<file path="config.mk">
export PLATFORM = sky130hd
export DESIGN_NAME = esc_ctrl
export DESIGN_NICKNAME = d
export VERILOG_FILES = /design/src/hw/rtl/esc_pkg.sv /design/src/hw/rtl/esc_ctrl.sv
export SDC_FILE = /design/constraint.sdc
export NUM_CORES = 1
export LEC_CHECK = 0
export BUFFER_PORTS_ARGS = -buffer_cell sky130_fd_sc_hd__buf_2
export CAP_MARGIN = 40
export CORE_UTILIZATION = 50
export DETAILED_ROUTE_END_ITERATION = 8
export PLACE_DENSITY = 0.74
export SLEW_MARGIN = 20
export SYNTH_ARGS = -nofsm -noshare
export SYNTH_HDL_FRONTEND = slang
export SYNTH_SLANG_ARGS = --single-unit
</file>
<file path="constraint.sdc">
create_clock -name clk -period 3.8 [get_ports clk]
set_input_delay 0.19 -clock clk [delete_from_list [all_inputs] [get_ports clk]]
set_output_delay 0.19 -clock clk [all_outputs]
set_load 0.02 [all_outputs]
</file>
<file path="src/hw/rtl/esc_pkg.sv">
`timescale 1ns / 1ps
// Shared types, constants and the compensation program for the sensor
// compensation block. Used by the controller, datapath and top level.
package esc_pkg;

	localparam int unsigned DW       = 64;
	localparam int unsigned REGS     = 16;
	localparam int unsigned RAW      = 4;
	localparam int unsigned PC_W     = 7;
	localparam int unsigned SH_W     = 6;
	localparam int unsigned CFG_IW   = 3;
	localparam int unsigned IN_W     = 56;
	localparam int unsigned OUT_W    = 104;

	localparam logic [63:0] HUM_MAX  = 64'd419430400;
	localparam logic [16:0] HUM_SAT  = 17'd102400;

	// register indexes of the configuration port
	localparam logic [CFG_IW-1:0] CFG_ENABLE = 3'd0;
	localparam logic [CFG_IW-1:0] CFG_TEMP   = 3'd1;
	localparam logic [CFG_IW-1:0] CFG_PRES_A = 3'd2;
	localparam logic [CFG_IW-1:0] CFG_PRES_B = 3'd3;
	localparam logic [CFG_IW-1:0] CFG_PRES_C = 3'd4;
	localparam logic [CFG_IW-1:0] CFG_HUM    = 3'd5;
	localparam logic [CFG_IW-1:0] CFG_OFFSET = 3'd6;

	typedef enum logic [3:0] {
		OP_LD, OP_ADD, OP_SUB, OP_MUL, OP_DIV, OP_DIVP, OP_SHL,
		OP_FINE, OP_OUTT, OP_OUTP, OP_OUTH, OP_END
	} op_t;

	typedef enum logic [4:0] {
		S_ADC_T, S_ADC_P, S_ADC_H,
		S_T1, S_T2, S_T3,
		S_P1, S_P2, S_P3, S_P4, S_P5, S_P6, S_P7, S_P8, S_P9,
		S_H1, S_H2, S_H3, S_H4, S_H5, S_H6,
		S_OFFSET, S_K128, S_K128000, S_K2P47, S_K1M, S_K3125,
		S_K76800, S_K16384, S_K32768, S_K2097152, S_K8192
	} src_t;

	typedef enum logic [2:0] {
		ST_IDLE, ST_FETCH, ST_EXEC, ST_WAIT, ST_PUBLISH
	} state_t;

	typedef struct packed {
		op_t              op;
		logic [RAW-1:0]   dst;
		logic [RAW-1:0]   ra;
		logic [RAW-1:0]   rb;
		logic [SH_W-1:0]  sh;
		src_t             src;
	} instr_t;

	typedef struct packed {
		logic [2:0]  en;
		logic [47:0] tc;
		logic [47:0] pa;
		logic [47:0] pb;
		logic [47:0] pc;
		logic [63:0] hc;
		logic [20:0] off;
	} cfg_t;

	typedef struct packed {
		logic   capture;
		logic   exec;
		logic   publish;
		instr_t ins;
	} dp_cmd_t;

	typedef struct packed {
		logic unit_done;
	} dp_stat_t;

	function automatic instr_t mk_i(op_t op, int d, int a, int b, int k, src_t s);
		instr_t r;
		r.op  = op;
		r.dst = RAW'(d);
		r.ra  = RAW'(a);
		r.rb  = RAW'(b);
		r.sh  = SH_W'(k);
		r.src = s;
		return r;
	endfunction

	function automatic instr_t ld_i(int d, src_t s);
		return mk_i(OP_LD, d, 0, 0, 0, s);
	endfunction

	function automatic instr_t rr_i(op_t op, int d, int a, int b);
		return mk_i(op, d, a, b, 0, S_ADC_T);
	endfunction

	function automatic instr_t sh_i(op_t op, int d, int a, int k);
		return mk_i(op, d, a, 0, k, S_ADC_T);
	endfunction

	// Compensation program. r15 holds the fine temperature once set.
	function automatic instr_t prog(input logic [PC_W-1:0] pc);
		instr_t r;
		case (pc)
			// temperature
			7'd0:   r = ld_i(0, S_ADC_T);
			7'd1:   r = ld_i(1, S_T1);
			7'd2:   r = ld_i(2, S_T2);
			7'd3:   r = ld_i(3, S_T3);
			7'd4:   r = sh_i(OP_DIVP, 4, 0, 3);
			7'd5:   r = rr_i(OP_ADD, 5, 1, 1);
			7'd6:   r = rr_i(OP_SUB, 4, 4, 5);
			7'd7:   r = rr_i(OP_MUL, 4, 4, 2);
			7'd8:   r = sh_i(OP_DIVP, 4, 4, 11);
			7'd9:   r = sh_i(OP_DIVP, 5, 0, 4);
			7'd10:  r = rr_i(OP_SUB, 5, 5, 1);
			7'd11:  r = rr_i(OP_MUL, 5, 5, 5);
			7'd12:  r = sh_i(OP_DIVP, 5, 5, 12);
			7'd13:  r = rr_i(OP_MUL, 5, 5, 3);
			7'd14:  r = sh_i(OP_DIVP, 5, 5, 14);
			7'd15:  r = rr_i(OP_ADD, 4, 4, 5);
			7'd16:  r = ld_i(5, S_OFFSET);
			7'd17:  r = rr_i(OP_ADD, 4, 4, 5);
			7'd18:  r = rr_i(OP_FINE, 15, 4, 0);
			7'd19:  r = sh_i(OP_SHL, 4, 15, 2);
			7'd20:  r = rr_i(OP_ADD, 4, 4, 15);
			7'd21:  r = ld_i(5, S_K128);
			7'd22:  r = rr_i(OP_ADD, 4, 4, 5);
			7'd23:  r = sh_i(OP_DIVP, 4, 4, 8);
			7'd24:  r = rr_i(OP_OUTT, 0, 4, 0);
			// pressure
			7'd25:  r = ld_i(0, S_K128000);
			7'd26:  r = rr_i(OP_SUB, 1, 15, 0);
			7'd27:  r = rr_i(OP_MUL, 2, 1, 1);
			7'd28:  r = ld_i(3, S_P6);
			7'd29:  r = rr_i(OP_MUL, 4, 2, 3);
			7'd30:  r = ld_i(3, S_P5);
			7'd31:  r = rr_i(OP_MUL, 5, 1, 3);
			7'd32:  r = sh_i(OP_SHL, 5, 5, 17);
			7'd33:  r = rr_i(OP_ADD, 4, 4, 5);
			7'd34:  r = ld_i(3, S_P4);
			7'd35:  r = sh_i(OP_SHL, 3, 3, 35);
			7'd36:  r = rr_i(OP_ADD, 4, 4, 3);
			7'd37:  r = ld_i(3, S_P3);
			7'd38:  r = rr_i(OP_MUL, 5, 2, 3);
			7'd39:  r = sh_i(OP_DIVP, 5, 5, 8);
			7'd40:  r = ld_i(3, S_P2);
			7'd41:  r = rr_i(OP_MUL, 6, 1, 3);
			7'd42:  r = sh_i(OP_SHL, 6, 6, 12);
			7'd43:  r = rr_i(OP_ADD, 5, 5, 6);
			7'd44:  r = ld_i(3, S_K2P47);
			7'd45:  r = rr_i(OP_ADD, 5, 3, 5);
			7'd46:  r = ld_i(3, S_P1);
			7'd47:  r = rr_i(OP_MUL, 5, 5, 3);
			7'd48:  r = sh_i(OP_DIVP, 5, 5, 33);
			7'd49:  r = ld_i(0, S_ADC_P);
			7'd50:  r = ld_i(3, S_K1M);
			7'd51:  r = rr_i(OP_SUB, 0, 3, 0);
			7'd52:  r = sh_i(OP_SHL, 0, 0, 31);
			7'd53:  r = rr_i(OP_SUB, 0, 0, 4);
			7'd54:  r = ld_i(3, S_K3125);
			7'd55:  r = rr_i(OP_MUL, 0, 0, 3);
			7'd56:  r = rr_i(OP_DIV, 0, 0, 5);
			7'd57:  r = sh_i(OP_DIVP, 6, 0, 13);
			7'd58:  r = ld_i(3, S_P9);
			7'd59:  r = rr_i(OP_MUL, 7, 3, 6);
			7'd60:  r = rr_i(OP_MUL, 7, 7, 6);
			7'd61:  r = sh_i(OP_DIVP, 7, 7, 25);
			7'd62:  r = ld_i(3, S_P8);
			7'd63:  r = rr_i(OP_MUL, 8, 3, 0);
			7'd64:  r = sh_i(OP_DIVP, 8, 8, 19);
			7'd65:  r = rr_i(OP_ADD, 0, 0, 7);
			7'd66:  r = rr_i(OP_ADD, 0, 0, 8);
			7'd67:  r = sh_i(OP_DIVP, 0, 0, 8);
			7'd68:  r = ld_i(3, S_P7);
			7'd69:  r = sh_i(OP_SHL, 3, 3, 4);
			7'd70:  r = rr_i(OP_ADD, 0, 0, 3);
			7'd71:  r = rr_i(OP_OUTP, 0, 0, 0);
			// humidity
			7'd72:  r = ld_i(0, S_K76800);
			7'd73:  r = rr_i(OP_SUB, 1, 15, 0);
			7'd74:  r = ld_i(0, S_ADC_H);
			7'd75:  r = sh_i(OP_SHL, 0, 0, 14);
			7'd76:  r = ld_i(2, S_H4);
			7'd77:  r = sh_i(OP_SHL, 2, 2, 20);
			7'd78:  r = rr_i(OP_SUB, 0, 0, 2);
			7'd79:  r = ld_i(2, S_H5);
			7'd80:  r = rr_i(OP_MUL, 2, 2, 1);
			7'd81:  r = rr_i(OP_SUB, 0, 0, 2);
			7'd82:  r = ld_i(2, S_K16384);
			7'd83:  r = rr_i(OP_ADD, 0, 0, 2);
			7'd84:  r = sh_i(OP_DIVP, 0, 0, 15);
			7'd85:  r = ld_i(2, S_H6);
			7'd86:  r = rr_i(OP_MUL, 2, 1, 2);
			7'd87:  r = sh_i(OP_DIVP, 2, 2, 10);
			7'd88:  r = ld_i(3, S_H3);
			7'd89:  r = rr_i(OP_MUL, 3, 1, 3);
			7'd90:  r = sh_i(OP_DIVP, 3, 3, 11);
			7'd91:  r = ld_i(4, S_K32768);
			7'd92:  r = rr_i(OP_ADD, 3, 3, 4);
			7'd93:  r = rr_i(OP_MUL, 2, 2, 3);
			7'd94:  r = sh_i(OP_DIVP, 2, 2, 10);
			7'd95:  r = ld_i(4, S_K2097152);
			7'd96:  r = rr_i(OP_ADD, 4, 2, 4);
			7'd97:  r = ld_i(2, S_H2);
			7'd98:  r = rr_i(OP_MUL, 4, 4, 2);
			7'd99:  r = ld_i(2, S_K8192);
			7'd100: r = rr_i(OP_ADD, 4, 4, 2);
			7'd101: r = sh_i(OP_DIVP, 2, 4, 14);
			7'd102: r = rr_i(OP_MUL, 3, 0, 2);
			7'd103: r = sh_i(OP_DIVP, 4, 3, 15);
			7'd104: r = rr_i(OP_MUL, 4, 4, 4);
			7'd105: r = sh_i(OP_DIVP, 4, 4, 7);
			7'd106: r = ld_i(2, S_H1);
			7'd107: r = rr_i(OP_MUL, 4, 4, 2);
			7'd108: r = sh_i(OP_DIVP, 4, 4, 4);
			7'd109: r = rr_i(OP_SUB, 4, 3, 4);
			7'd110: r = rr_i(OP_OUTH, 0, 4, 0);
			default: r = rr_i(OP_END, 0, 0, 0);
		endcase
		return r;
	endfunction

endpackage

</file>
<file path="src/hw/rtl/esc_ctrl.sv">
`timescale 1ns / 1ps
// Sequencer for the compensation block: walks the program and issues commands.
// Depends on esc_pkg.
module esc_ctrl import esc_pkg::*; (
	input  logic     clk,
	input  logic     arst_n,
	input  logic     in_valid,
	output logic     in_ready,
	output logic     out_valid,
	input  logic     out_ready,
	output dp_cmd_t  cmd,
	input  dp_stat_t stat
);

	state_t           state_q, state_d;
	logic [PC_W-1:0]  pc_q;
	logic             out_valid_q;
	instr_t           ins;
	logic             is_unit;
	logic             advance;
	logic             publish;

	assign ins     = prog(pc_q);
	assign is_unit = (ins.op == OP_MUL) || (ins.op == OP_DIV);

	always_comb begin
		state_d = state_q;
		case (state_q)
			ST_IDLE:    if (in_valid) state_d = ST_FETCH;
			ST_FETCH:   state_d = ST_EXEC;
			ST_EXEC: begin
				if (ins.op == OP_END) state_d = ST_PUBLISH;
				else if (is_unit) state_d = ST_WAIT;
				else state_d = ST_FETCH;
			end
			ST_WAIT:    if (stat.unit_done) state_d = ST_FETCH;
			ST_PUBLISH: if (!out_valid_q || out_ready) state_d = ST_IDLE;
			default:    state_d = ST_IDLE;
		endcase
	end

	always_comb begin
		in_ready    = 1'b0;
		advance     = 1'b0;
		publish     = 1'b0;
		cmd.capture = 1'b0;
		cmd.exec    = 1'b0;
		cmd.publish = 1'b0;
		cmd.ins     = ins;
		case (state_q)
			ST_IDLE: begin
				in_ready    = 1'b1;
				cmd.capture = in_valid;
			end
			ST_FETCH: ;
			ST_EXEC: begin
				cmd.exec = 1'b1;
				advance  = !is_unit && (ins.op != OP_END);
			end
			ST_WAIT:  advance = stat.unit_done;
			ST_PUBLISH: begin
				publish     = !out_valid_q || out_ready;
				cmd.publish = publish;
			end
			default: ;
		endcase
	end

	always_ff @(posedge clk or negedge arst_n) begin
		if (!arst_n) begin
			state_q     <= ST_IDLE;
			pc_q        <= '0;
			out_valid_q <= 1'b0;
		end else begin
			state_q <= state_d;
			if (cmd.capture) pc_q <= '0;
			else if (advance) pc_q <= pc_q + PC_W'(1);
			if (publish) out_valid_q <= 1'b1;
			else if (out_ready) out_valid_q <= 1'b0;
		end
	end

	assign out_valid = out_valid_q;

endmodule

</file>
==> impl_metrics.csv, run 1 <==
group,metric,value,unit
critical_path,cp_slowest_stage_delay,0.58,ns
clock_network,cts-buffers-inserted,3,
final_layout,diodes,0,
final_layout,areaGrowthSynthToFinish,8.511,%
final_layout,final-instance-count-excl-fill,686,
logic_synthesis,synthMuxAreaShare,4.043,%
clock_network,cts_buffer_depth,2,
sta,finalSetupTns,0,ns
run_status,status,"completed",
critical_path,reg2reg_setup_slack,0.48,ns
floorplanning,dieArea,7397,µm²
route,ant_nets,0,
logic_synthesis,synthTopCellsByArea,"a21oi_1, nand2_1, o21ai_0",
logic_synthesis,yosys.area_share.simple,29.79,%
place,place.gp.congestion,1.084,
logic_synthesis,ys_seq_area_share,7.801,%
logic_synthesis,synthFlopType,"dfrtp_1",
floorplanning,initial_core_util,51.93,%
sta,skew,0.003558,ns
logic_synthesis,syn_nets,599,
critical_path,critPathCaptureType,"output port",
sta,hold_viol,0,
floorplanning,die_h,86.01,µm
floorplanning,core_area,6794,µm²
logic_synthesis,ys_ff_latch,11,
final_layout,final_cell_area,3829,µm²
clock_network,root_buffer,"clkbuf_8",
logic_synthesis,synth-compound-area-share,44.36,%
final_layout,drive_gt1_share,15.25,%
logic_synthesis,synthAdderAreaFrac,3.830,%
logic_synthesis,synth_async_sr_flop_share,100.0,%
logic_synthesis,yosysTopAreaCell,"a21oi_1",
sta,relSlewSlack,54.89,%
critical_path,slowest_stage,"ha_1",
route,topRoutingLayerUsed,"met4",
clock_network,htreeDepth,1,
sta,final_min_period_over_clock_period,90.29,%
route,drc_errors,0,
sta,setup_violations,0,
route,met1_length,6292,µm
route,firstDrtPassIters,8,
sta,slew_violations,0,
sta,fmax,291.5,MHz
place,preCtsSetupSlack,0.6095,ns
power_and_ir_drop,peakVddDrop,0.4229,mV
clock_network,clock_latency,0.24,ns
clock_network,cts_resized,0,
global_routing,grt_max_degree,45,
logic_synthesis,netlist_instances,584,
logic_synthesis,synth-edff-count,0,
global_routing,antenna_found_initial,0,
global_routing,grt_pass1_wl,25500,µm
global_routing,first_global_vias,4450,
sta,fin_crit,3.431,ns
sta,rsz0062_at_grt,"no",
sta,setup_ws,0.3692,ns
route,drt_wl_total,16710,µm
final_layout,nNetsFinal,606,
critical_path,worst_ep_arrival_time,3.24,ns
job,maxCapViolCount,0,
global_routing,track_usage,45.00,%
critical_path,worstSetupPathType,"register to output port",
critical_path,crit_top_cell,"nor2_1",
floorplanning,pin_count,37,
place,hpwl,11680,µm
route,vias,5010,
place,portBuffers,36,
clock_network,clkTransAtPathRegs,0.05,ns
global_routing,grt.overflow.total,0,
route,drt-initial-drc-count,877,
logic_synthesis,synth-xor-area-share,0,%
worst_hold_path,min_path_type,"input pin to register",
floorplanning,std_cell_rows,30,
logic_synthesis,synth_common_cells,"nand2_1, a21oi_1, o21ai_0",
place,dp.cells,681,
logic_synthesis,yosysWarnings,0,
clock_network,cts_tree,"done",
logic_synthesis,yosys.area.top_type_share,9.362,%
critical_path,start_kind,"register",
route,wire_per_inst,24.36,µm
place,place_area,3774,µm²
critical_path,path_max_fanout,14,
route,via_per_inst,7.303,
logic_synthesis,syn-mean-instance-area,6.042,µm²
floorplanning,fp.dieW,86.01,µm
sta,worstMarginPinSlew,0.6708,ns
critical_path,crit_chain,"buf_12, ha_1, inv_1, nor2_1, a32oi_1, nor2_1, a21oi_1, o221ai_1, buf_2",
logic_synthesis,synth_most_common_cell,"nand2_1",
logic_synthesis,synth_top_family_by_area,"compound AO/OA/AOI/OAI gates",
logic_synthesis,syn-cell-area,3528,µm²
logic_synthesis,synth_cell_type_count,72,
clock_network,post_cts_buffers,0,
route,dr_wl_met2,6842,µm
route,wl_met3,2575,µm
critical_path,required,3.61,ns
clock_network,cts_sinks,11,
power_and_ir_drop,p_per_area,735.2,nW/µm²
power_and_ir_drop,power_leakage,1.519,nW
-- layer usage --
metal,track usage [%],up-vias
li1,-,2151
met1,60.47,2246
met2,65.66,505
met3,11.84,108
met4,23.03,0
met5,0,-
-- state kept, by name, summed over array words and instances (netlist names) --
signal     count
pc_q           7
state_q        3
out_valid      1
-- layout by cell type, fill, tap and decap left out, types with 5 or more instances in the layout --
cell type and count:
a211oi_1 8, a21oi_1 66, a22oi_1 6, a311oi_1 5
a31oi_1 16, and2_1 8, buf_2 37, buf_4 26
dfrtp_1 7, ha_1 10, inv_1 17, mux2i_1 12
nand2_1 87, nand2b_1 12, nand3_1 21, nor2_1 50
nor2b_1 12, nor3_1 17, nor4_1 5, o211ai_1 6
o21ai_0 56, o21ai_1 7, o22ai_1 12, o311ai_0 5
o31ai_1 5
-- metrics by stage --
stage	hold WS [ns]	util (%)	power, W
4_1_cts	0.1426	56.35	0.002678
2_1_floorplan	-0.1056	-	0.001839
3_3_place_gp	0.07203	55.47	0.002563
6_report	0.1399	56.35	0.002815
5_1_grt	0.1471	56.35	0.002943
3_5_place_dp	0.07976	55.54	0.002548
-- critical path, delay by kind of cell (launching register included) --
| kind | cells | cell delay [ns] |
|---|---|---|
| simple gates | 2 | 0.65 |
| buf+inv | 3 | 0.62 |
| flops | 1 | 0.56 |
| fa+ha+maj | 1 | 0.58 |
| compound gates | 3 | 0.56 |
-- cells by family after synthesis --
kind of cell    after synthesis
flops                        11
simple gates                226
mux                          13
buf+inv                      84
compound gates              239
fa+ha+maj                    11
-- path summary, 6_finish.rpt --
path                            startpoint         to  depth (start not counted)
worst max-delay path               pc_q[0]     cmd[1]                          9
worst min-delay path             out_ready  out_valid                          2
worst max register to register     pc_q[0]    pc_q[2]                         10
worst min register to register   out_valid  out_valid                          2
max in group asynchronous           arst_n    pc_q[5]                          2
min in group asynchronous           arst_n    pc_q[6]                          2
-- where the power goes --
part           switching [W]  internal, W
combinational        0.00166     0.000783
clock              0.0000466    0.0000739
sequential          0.000110     0.000146
-- cell type report --
cell class / instances / area (µm²)
Inverter: 21 / 78.83
Sequential cell: 11 / 280.3
Fill cell: 696 / 2965
Timing Repair Buffer: 65 / 410.4
Clock buffer: 4 / 45.04
Tap cell: 96 / 120.1
Multi-Input combinational cell: 489 / 2894
-- timing repair --
action,in CTS,in global routing
setup endpoints to repair,0,0
hold buffers,1,0
endpoints found under the hold margin,11,0
Power figures use the tool's default switching activity.
==> inputs of run 2 (changes only) <==
- clock period: 3.8 -> 3.35 ns (I/O delays scaled with it)
==> run 2 against run 1 <==
  * Sequential share of layout area decreased by 0.22 points
  * Via count up 3.0%
  * Critical path depth rose by 1
  * Register-to-register slack worse by 0.24 ns
  * Routed wire length up 1.0%
  * Non-clock buffer count is 15 higher
  * Flip-flop and latch count unchanged
  * Cell count up 2.2%
  * Hold slack got worse by 0.018 ns
  * Sequential power increased by 7%
  * Largest cell class unchanged
  * Highest routed layer unchanged
==> impl_metrics.csv, run 2 (synthesis results as in run 1) <==
group,metric,value,unit
run_status,status,"completed",
critical_path,slowest_stage,"a2111oi_0",
place,portBuffers,36,
route,drt-initial-drc-count,995,
final_layout,nNetsFinal,621,
sta,relSlewSlack,39.82,%
floorplanning,std_cell_rows,30,
sta,hold_viol,0,
final_layout,diodes,0,
floorplanning,die_h,86.01,µm
power_and_ir_drop,p_per_area,826.9,nW/µm²
critical_path,worst_ep_arrival_time,3.00,ns
final_layout,fill_cells,690,
sta,finalSetupTns,0,ns
route,wl_met3,2512,µm
global_routing,first_global_vias,4542,
sta,fin_crit,3.166,ns
sta,slew_violations,0,
route,dr_wl_met2,7046,µm
clock_network,clock_latency,0.24,ns
final_layout,top_register,"pc_q",
critical_path,cp_top_family,"compound AO/OA/AOI/OAI gates",
route,vias,5159,
route,drc_errors,0,
floorplanning,core_area,6794,µm²
place,place_area,3889,µm²
route,topRoutingLayerUsed,"met4",
final_layout,final_cell_area,3945,µm²
sta,rsz0062_at_grt,"no",
job,maxCapViolCount,0,
power_and_ir_drop,power_leakage,1.597,nW
critical_path,reg2reg_to,"pc_q[1]",
final_layout,final_common_cell,"nand2_1",
critical_path,path_buf_inv,3,
critical_path,reg2reg_from,"pc_q[0]",
sta,final_min_period_over_clock_period,94.51,%
worst_hold_path,holdPathStages,2,
critical_path,worstSetupPathType,"register to output port",
final_layout,layout_common_cells,"nand2_1, a21oi_1, o21ai_0, nor2_1, buf_4",
critical_path,start_kind,"register",
route,via_per_inst,7.359,
critical_path,required,3.18,ns
floorplanning,fp.dieW,86.01,µm
sta,skew,0.001836,ns
clock_network,cts-buffers-inserted,3,
final_layout,areaGrowthSynthToFinish,11.81,%
clock_network,root_buffer,"clkbuf_8",
sta,setup_violations,0,
final_layout,drive_gt1_share,17.52,%
route,drt_wl_total,16880,µm
critical_path,crit_chain,"buf_4, ha_1, buf_4, nor2_1, o21ai_0, nor2_1, a2111oi_0, a21oi_1, o22ai_1, buf_2",
route,firstDrtPassIters,7,
clock_network,cts_buffer_depth,2,
worst_hold_path,hold_start,"out_ready",
clock_network,post_cts_buffers,0,
sta,fmax,315.8,MHz
place,place.gp.congestion,1.081,
critical_path,reg2reg_setup_slack,0.24,ns
clock_network,cts_sinks,11,
critical_path,path_max_fanout,21,
clock_network,cts_tree,"done",
global_routing,grt_max_degree,44,
route,ant_nets,0,
floorplanning,dieArea,7397,µm²
place,hpwl,11890,µm
global_routing,grt_pass1_wl,26080,µm
route,wire_per_inst,24.08,µm
route,met1_length,6223,µm
critical_path,cp_slowest_stage_delay,0.64,ns
sta,worstMarginPinSlew,0.8993,ns
final_layout,largest_register_ff_count,7,
global_routing,antenna_found_initial,0,
worst_hold_path,hold_path_end,"out_valid",
global_routing,track_usage,45.86,%
floorplanning,pin_count,37,
worst_hold_path,min_path_type,"input pin to register",
power_and_ir_drop,peakVddDrop,0.4558,mV
critical_path,r2r_cells,10,
critical_path,critPathCaptureType,"output port",
floorplanning,initial_core_util,51.93,%
clock_network,cts_resized,0,
global_routing,grt.overflow.total,0,
clock_network,clkTransAtPathRegs,0.05,ns
clock_network,htreeDepth,1,
==> run 2: cell types whose count changed in the layout (fill, tap and decap cells not counted) <==
cell,before,now
clkbuf_1,1,0
buf_2,37,36
clkinv_2,0,1
buf_4,26,42
==> run 2: report_power, final <==
group	leakage, nW	switching (W)	total (W)	internal, W
combinational	1.43	0.00191	0.00285	0.000939
clock	0.0255	0.0000540	0.000136	0.0000820
sequential	0.139	0.000107	0.000273	0.000166
total	1.60	0.00208	0.00326	0.00119
==> run 2: layout make-up <==
class	instances	area, µm²	area share, %
clock buffers	3	41.29	1.047
clock inverters	1	5.005	0.1269
inverters	21	78.83	1.998
multi-input cells	489	2894	73.36
flip-flops and latches	11	280.3	7.104
well taps	96	120.1	3.045
repair buffers	80	525.5	13.32
==> run 2: worst max path at each step <==
| stage | cells after the start | from | endpoint |
|---|---|---|---|
| finish | 10 | pc_q[1] | cmd[17] |
| global route | 11 | pc_q[0] | cmd[19] |
| CTS | 10 | pc_q[1] | cmd[17] |
| detailed placement | 10 | pc_q[0] | pc_q[1] |
| global placement | 11 | pc_q[1] | pc_q[6] |
| floorplan | 12 | pc_q[1] | pc_q[6] |
==> run 2: layer usage <==
| metal | GRT usage [%] | vias to the layer above |
|---|---|---|
| li1 | - | 2197 |
| met1 | 61.67 | 2299 |
| met2 | 68.18 | 535 |
| met3 | 10.20 | 128 |
| met4 | 23.79 | 0 |
| met5 | 0 | - |
==> run 2: repair_timing <==
| action | CTS | global route |
|---|---|---|
| endpoints found under the setup margin | 0 | 0 |
| hold endpoints to repair | 11 | 0 |
| hold buffers | 1 | 0 |
==> run 2: through the flow <==
| stage | util (%) | worst slack [ns] | cells | hold WS (ns) | power (W) |
|---|---|---|---|---|---|
| final | 58.07 | 0.1838 | 701 | 0.1221 | 0.003262 |
| after global routing | 58.07 | 0.1457 | 701 | 0.1295 | 0.003418 |
| after CTS | 58.07 | 0.3418 | 701 | 0.1246 | 0.003100 |
| after detailed placement | 57.24 | 0.3784 | 696 | 0.05237 | 0.002950 |
| after global placement | 57.24 | 0.4657 | 696 | 0.04763 | 0.002958 |
| after floorplan | - | 0.3196 | 584 | -0.1281 | 0.002086 |
